[src/rtl/sitda_pkg.sv]
`default_nettype none
// ----------------------------------------------------------------------------
// sitda_pkg: shared types and constants
// ascii codes and bcd helpers for the signed integer to decimal text block
// ----------------------------------------------------------------------------
package sitda_pkg;

   // one ascii character and one bcd digit
   typedef logic [7:0] char_type;
   typedef logic [3:0] digit_type;

   // ascii codes
   localparam char_type ASCII_ZERO  = 8'd48;
   localparam char_type ASCII_MINUS = 8'd45;

   // largest decimal digit value
   localparam digit_type DIGIT_MAX = 4'd9;

   // double dabble correction: digits at or above this get plus three
   localparam digit_type DABBLE_LIMIT = 4'd5;
   localparam digit_type DABBLE_ADD   = 4'd3;

   // binary bits consumed by one pipeline stage
   localparam int STEP_BITS = 4;

endpackage
`default_nettype wire

[src/rtl/signed_int_to_decimal_ascii.sv]
// ----------------------------------------------------------------------------
// signed_int_to_decimal_ascii: signed integer to decimal ascii characters
// path: input stage, double dabble stages, digit count stage, serializer, output register
// throughput: one character per cycle while rsp_ready is not held low; a word holds
//   the serializer until its last character goes out (sign plus up to ten digits at 32 bits)
// reset: synchronous, clears all valid bits; data registers are not reset
// ----------------------------------------------------------------------------
`default_nettype none
module signed_int_to_decimal_ascii #(
   parameter int VALUE_BITS = 32
) (
   input  wire                          clock,
   input  wire                          reset,
   input  wire                          req_valid,
   output logic                         req_ready,
   input  wire signed [VALUE_BITS-1:0]  req_value,
   output logic                         rsp_valid,
   input  wire                          rsp_ready,
   output logic [7:0]                   rsp_character,
   output logic                         rsp_last
);

   // sizes derived from the value width
   localparam int DIGITS  = (VALUE_BITS * 30103) / 100000 + 1;
   localparam int NS      = (VALUE_BITS + sitda_pkg::STEP_BITS - 1) / sitda_pkg::STEP_BITS;
   localparam int PAD     = NS * sitda_pkg::STEP_BITS;
   localparam int BCD_W   = DIGITS * 4;
   localparam int SHIFT_W = BCD_W + PAD;
   localparam int PTR_W   = $clog2(DIGITS);

   // one group of double dabble steps: correct each digit, then shift left
   function automatic logic [SHIFT_W-1:0] dabble(input logic [SHIFT_W-1:0] word);
      logic [SHIFT_W-1:0] w;
      w = word;
      for (int s = 0; s < sitda_pkg::STEP_BITS; s++) begin
         for (int d = 0; d < DIGITS; d++) begin
            if (w[PAD+4*d +: 4] >= sitda_pkg::DABBLE_LIMIT) begin
               w[PAD+4*d +: 4] = w[PAD+4*d +: 4] + sitda_pkg::DABBLE_ADD;
            end
         end
         w = {w[SHIFT_W-2:0], 1'b0};
      end
      return w;
   endfunction

   // conversion pipeline: stage 0 holds the magnitude, stage k after k groups of steps
   logic [NS:0]        valid_ff;
   logic [SHIFT_W-1:0] shift_ff [0:NS];
   logic               neg_ff   [0:NS];
   logic [SHIFT_W-1:0] shift_in [0:NS];
   logic [NS:0]        adv;

   // digit count stage
   logic                                  cnt_valid_ff;
   logic [DIGITS-1:0][3:0]                cnt_bcd_ff;
   logic [PTR_W-1:0]                      cnt_top_ff;
   logic                                  cnt_neg_ff;
   logic [DIGITS-1:0][3:0]                fin_bcd;
   logic [PTR_W-1:0]                      cnt_top_in;
   logic                                  cnt_ready;

   // serializer and output register
   logic                   ser_busy_ff;
   logic [DIGITS-1:0][3:0] ser_bcd_ff;
   logic [PTR_W-1:0]       ser_ptr_ff;
   logic                   ser_minus_ff;
   logic                   ser_last;
   logic                   ser_ready;
   sitda_pkg::char_type    ser_char;
   logic                   rsp_valid_ff;
   sitda_pkg::char_type    rsp_char_ff;
   logic                   rsp_last_ff;
   logic                   out_free;

   // magnitude, one bit wider in meaning so the most negative value works
   logic [VALUE_BITS-1:0]  raw;
   logic                   raw_neg;
   logic [VALUE_BITS-1:0]  mag_in;

   assign raw     = req_value;
   assign raw_neg = raw[VALUE_BITS-1];
   assign mag_in  = raw_neg ? (~raw + {{(VALUE_BITS-1){1'b0}}, 1'b1}) : raw;

   // next contents of each conversion stage
   always_comb begin
      shift_in[0] = SHIFT_W'(mag_in);
      for (int k = 1; k <= NS; k++) begin
         shift_in[k] = dabble(shift_ff[k-1]);
      end
   end

   // stall chain: a stage takes a word when empty or when it moves on
   always_comb begin
      adv[NS] = !valid_ff[NS] || cnt_ready;
      for (int k = NS - 1; k >= 0; k--) begin
         adv[k] = !valid_ff[k] || adv[k+1];
      end
   end

   assign req_ready = adv[0];

   // index of the highest nonzero digit, zero for the value zero
   always_comb begin
      fin_bcd    = shift_ff[NS][SHIFT_W-1 -: BCD_W];
      cnt_top_in = '0;
      for (int i = 0; i < DIGITS; i++) begin
         if (fin_bcd[i] != 4'd0) begin
            cnt_top_in = PTR_W'(i);
         end
      end
   end

   // serializer handshake and current character
   assign out_free  = !rsp_valid_ff || rsp_ready;
   assign ser_last  = !ser_minus_ff && (ser_ptr_ff == '0);
   assign ser_ready = !ser_busy_ff || (out_free && ser_last);
   assign cnt_ready = !cnt_valid_ff || ser_ready;
   assign ser_char  = ser_minus_ff ? sitda_pkg::ASCII_MINUS :
                      sitda_pkg::ASCII_ZERO + {4'b0000, ser_bcd_ff[ser_ptr_ff]};

   // pipeline registers
   always_ff @(posedge clock) begin
      if (reset) begin
         valid_ff     <= '0;
         cnt_valid_ff <= 1'b0;
         ser_busy_ff  <= 1'b0;
         rsp_valid_ff <= 1'b0;
      end else begin
         // input stage
         if (adv[0]) begin
            valid_ff[0] <= req_valid;
            shift_ff[0] <= shift_in[0];
            neg_ff[0]   <= raw_neg;
         end
         // double dabble stages
         for (int k = 1; k <= NS; k++) begin
            if (adv[k]) begin
               valid_ff[k] <= valid_ff[k-1];
               shift_ff[k] <= shift_in[k];
               neg_ff[k]   <= neg_ff[k-1];
            end
         end
         // digit count stage
         if (cnt_ready) begin
            cnt_valid_ff <= valid_ff[NS];
            cnt_bcd_ff   <= fin_bcd;
            cnt_top_ff   <= cnt_top_in;
            cnt_neg_ff   <= neg_ff[NS];
         end
         // emit one character into the output register
         if (out_free) begin
            rsp_valid_ff <= ser_busy_ff;
            if (ser_busy_ff) begin
               rsp_char_ff <= ser_char;
               rsp_last_ff <= ser_last;
               if (ser_minus_ff) begin
                  ser_minus_ff <= 1'b0;
               end else if (!ser_last) begin
                  ser_ptr_ff <= ser_ptr_ff - 1'b1;
               end
            end
         end
         // load the next word once the current one has gone out
         if (ser_ready) begin
            ser_busy_ff <= cnt_valid_ff;
            if (cnt_valid_ff) begin
               ser_bcd_ff   <= cnt_bcd_ff;
               ser_ptr_ff   <= cnt_top_ff;
               ser_minus_ff <= cnt_neg_ff;
            end
         end
      end
   end

   assign rsp_valid     = rsp_valid_ff;
   assign rsp_character = rsp_char_ff;
   assign rsp_last      = rsp_last_ff;

   // a word offered to the serializer is taken and keeps it busy
   assert property (@(posedge clock) disable iff (reset)
      (ser_ready && cnt_valid_ff) |=> ser_busy_ff)
      else $error("serializer dropped a word");

   // a blocked last conversion stage keeps its word
   assert property (@(posedge clock) disable iff (reset)
      (valid_ff[NS] && !cnt_ready) |=> valid_ff[NS])
      else $error("conversion stage lost a word under stall");

   // digit pointer stays inside the digit array
   assert property (@(posedge clock) disable iff (reset)
      ser_busy_ff |-> (ser_ptr_ff <= PTR_W'(DIGITS - 1)))
      else $error("digit pointer out of range");

   // only a minus sign or a decimal digit ever leaves
   assert property (@(posedge clock) disable iff (reset)
      rsp_valid_ff |-> (rsp_char_ff == sitda_pkg::ASCII_MINUS ||
         (rsp_char_ff >= sitda_pkg::ASCII_ZERO &&
          rsp_char_ff <= sitda_pkg::ASCII_ZERO + {4'b0000, sitda_pkg::DIGIT_MAX})))
      else $error("bad character code");

   // a minus sign is never the final character
   assert property (@(posedge clock) disable iff (reset)
      (rsp_valid_ff && rsp_char_ff == sitda_pkg::ASCII_MINUS) |-> !rsp_last_ff)
      else $error("minus sign flagged as last");

endmodule
`default_nettype wire
[config.mk]
export PLATFORM = sky130hd
export DESIGN_NAME = signed_int_to_decimal_ascii
export DESIGN_NICKNAME = d
export VERILOG_FILES = /design/src/rtl/sitda_pkg.sv /design/src/rtl/signed_int_to_decimal_ascii.sv
export SDC_FILE = /design/constraint.sdc
export NUM_CORES = 1
export LEC_CHECK = 0
export ABC_AREA = 1
export BUFFER_PORTS_ARGS = -buffer_cell sky130_fd_sc_hd__buf_2
export CAP_MARGIN = 15
export CORE_ASPECT_RATIO = 1.75
export CORE_MARGIN = 2
export CORE_UTILIZATION = 40
export CTS_BUF_LIST = sky130_fd_sc_hd__clkbuf_16
export DETAILED_ROUTE_END_ITERATION = 8
export MAX_ROUTING_LAYER = met4
export RECOVER_POWER = 100
export SLEW_MARGIN = 20
export SYNTH_ARGS = -nofsm -noshare
export SYNTH_HDL_FRONTEND = slang
export SYNTH_SLANG_ARGS = --single-unit
[constraint.sdc]
create_clock -name clock -period 5.55 [get_ports clock]
set_clock_uncertainty 0.2 [all_clocks]
set_input_delay 0.555 -clock clock [delete_from_list [all_inputs] [get_ports clock]]
set_output_delay 0.555 -clock clock [all_outputs]
set_load 0.02 [all_outputs]
==> impl_metrics.env <==
export IMPL_drt_iter0_markers=650
export IMPL_grt_pass1_wl_um=91100
export IMPL_wirelength_um=52800
export IMPL_critPathLaunch="ser_ptr_ff[0]"
export IMPL_clkTransAtPathRegs_ns=0.06
export IMPL_synth_area_per_cell_um2=8.15
export IMPL_yosys_area_top_type_share_pct=42.8
export IMPL_cts_buffers=44
export IMPL_portBuffers=43
export IMPL_dieArea_mm2=0.0785
export IMPL_die_y_um=369
export IMPL_dp_cells=4790
export IMPL_synth_cells=3739
export IMPL_async_reset_ff_share_pct=0
export IMPL_drv_cap=8
export IMPL_dp_hpwl_um=43000
export IMPL_synth_edf_count=434
export IMPL_worstMarginPinSlew_ns=2.19
export IMPL_ys_seq_area_share_pct=43.6
export IMPL_yosys_warnings=0
export IMPL_synthTopCellsByArea="edfxtp_1 43%, nand2_1 15%, inv_1 7.4%"
export IMPL_rsz0062_at_grt="no"
export IMPL_detail_route_antenna_nets=0
export IMPL_fp_dieW_um=213
export IMPL_path_class="reg2out"
export IMPL_core_area_mm2=0.0752
export IMPL_area_delta_synth_final_pct=7.86
export IMPL_holdCritPathClass="in2reg"
export IMPL_whs_ns=0.0554
export IMPL_antenna_found_initial=0
export IMPL_num_rows=133
export IMPL_setup_tns_ns=0
export IMPL_grt_max_degree=42
export IMPL_vias_per_cell=4.79
export IMPL_cp_data_required_time_ns=4.80
export IMPL_cts_resized=0
export IMPL_post_cts_buffers=0
export IMPL_setup_violations_final=0
export IMPL_overflow=0
export IMPL_maxSlewHeadroom_pct=-46.3
export IMPL_drive_gt1_share_pct=9.37
export IMPL_cp_end_kind="output port"
export IMPL_drc=0
export IMPL_clock_root_buffer="clkbuf_16"
export IMPL_clockBufferDepth=3
export IMPL_cts_sinks=446
export IMPL_hold_viol=0
export IMPL_avgRoutedWirePerCell_um=10.8
export IMPL_ys_types=57
export IMPL_drv_slew=255
export IMPL_yosysTopAreaCell="edfxtp_1"
export IMPL_fin_crit_sh_pct=80.6
export IMPL_critPathMaxFanout=21
export IMPL_ioPinCount=47
export IMPL_critical_path_startpoint_type="flip-flop"
export IMPL_crit_arrival_ns=3.72
export IMPL_cts_tree="done"
export IMPL_fmaxAchievable_mhz=224
export IMPL_initial_utilization_pct=40.5
export IMPL_syn_area_mm2=0.0305
export IMPL_yosysMostFrequentCell="nand2_1"
export IMPL_violations="max-capacitance violations, max-slew violations"
export IMPL_synth_seq_cells=446
export IMPL_dr_pass1_iters=5
export IMPL_cts_hold_buf=2
export IMPL_synth_top_flop_cell="edfxtp_1"
export IMPL_gp_congestion=0.816
export IMPL_ctsHtreeMaxLevel=2
export IMPL_fin_crit_ns=4.47
export IMPL_grtUsageTotal_pct=14.1
export IMPL_run_status="finished with violations"
export IMPL_finalNonFillerCells=4875
export IMPL_hp_start="req_value[14]"
export IMPL_worstReg2RegStart="ser_ptr_ff[0]"
export IMPL_synth_common_cells="1187 x nand2_1, 602 x inv_1, 434 x edfxtp_1, 337 x nand3_1, 204 x nand2_2"
export IMPL_grt_pass1_vias=22600
export IMPL_dr_total_vias=23300
export IMPL_antennaDiodeCount=0
export IMPL_fin_nets=4011
export IMPL_clock_latency_ns=0.62
## cell families (layout without fill, tap and decap cells)
group,Yosys count,in the layout,share of synthesized area [%]
other cells,2,3,0.0246
simple gates,2108,2108,32.9
compound gates,291,291,6.06
xor+xnor,104,104,3.45
fa+ha+maj,148,148,6.08
flops,446,446,43.6
buf+inv,640,763,7.93
## sequential cells by signal, indices dropped and copies added, names as in the netlist
signal,count
shift_ff,329
cnt_bcd_ff,40
ser_bcd_ff,40
neg_ff,9
valid_ff,9
rsp_character,5
cnt_top_ff,4
ser_ptr_ff,4
cnt_neg_ff,1
cnt_valid_ff,1
rsp_last,1
rsp_valid,1
ser_busy_ff,1
ser_minus_ff,1
## layout by cell type (no fill, tap or decap), types with 40 or more instances in the layout
| cell | n |
|---|---|
| a21oi_1 | 46 |
| clkbuf_16 | 44 |
| edfxtp_1 | 434 |
| ha_1 | 148 |
| inv_1 | 613 |
| nand2_1 | 1255 |
| nand2_2 | 138 |
| nand3_1 | 384 |
| nand3_2 | 40 |
| nand4_1 | 93 |
| nor2_1 | 105 |
| o21ai_0 | 105 |
| xor2_1 | 81 |
## critical path, cell delays in order, from the launching register on
cell and delay, ns:
edfxtp_1 0.74, inv_1 0.13, ha_1 0.22, nand3_1 0.10, nor2_1 0.06, nand2_1 0.10, nand2_1 0.11, nor2_1 0.14
nand2_1 0.12, nor2_1 0.27, nand2_1 0.14, nor2_1 0.20, nand2_2 0.12, nor2_4 0.14, nand2_1 0.11, nor2_1 0.16
nand2_2 0.09, clkbuf_1 0.18
## per-stage QoR
stage / worst slack (ns) / instance area [um2] / util, %
floorplan: 1.39 / 30500 / -
CTS: 1.27 / 33500 / 44.5
global placement: 1.62 / 32000 / 42.5
global route: 0.549 / 32900 / 43.7
finish: 1.08 / 32900 / 43.7
detailed placement: 1.57 / 32000 / 42.5
## final cells by class
| type | instances | area [um2] |
|---|---|---|
| fillers | 7557 | 42400 |
| multi-input cells | 2654 | 14200 |
| flip-flops and latches | 446 | 13300 |
| inverters | 627 | 2350 |
| well taps | 1012 | 1270 |
| clock buffers | 44 | 1100 |
| clock inverters | 38 | 387 |
| repair buffers | 54 | 259 |
## metal layers
layer  global-route usage [%]  wire, um  vias up
met5                        -         0        -
met4                     4.99      1550        0
met3                     1.81      1220      107
met2                     31.1     32800      178
met1                     10.8     17200    10600
li1                         -         -    12400
## final timing paths
kind,endpoint,slack (ns),cells after the start
worst max-delay path,req_ready,1.08,17
worst min register to register,ser_bcd_ff[17],0.21,0
worst min-delay path,shift_ff[0][14],0.06,2
worst max register to register,neg_ff[7],1.10,11
Power is not shown: default switching activity piles up to over one toggle a cycle in this logic, so the estimate is an artifact.
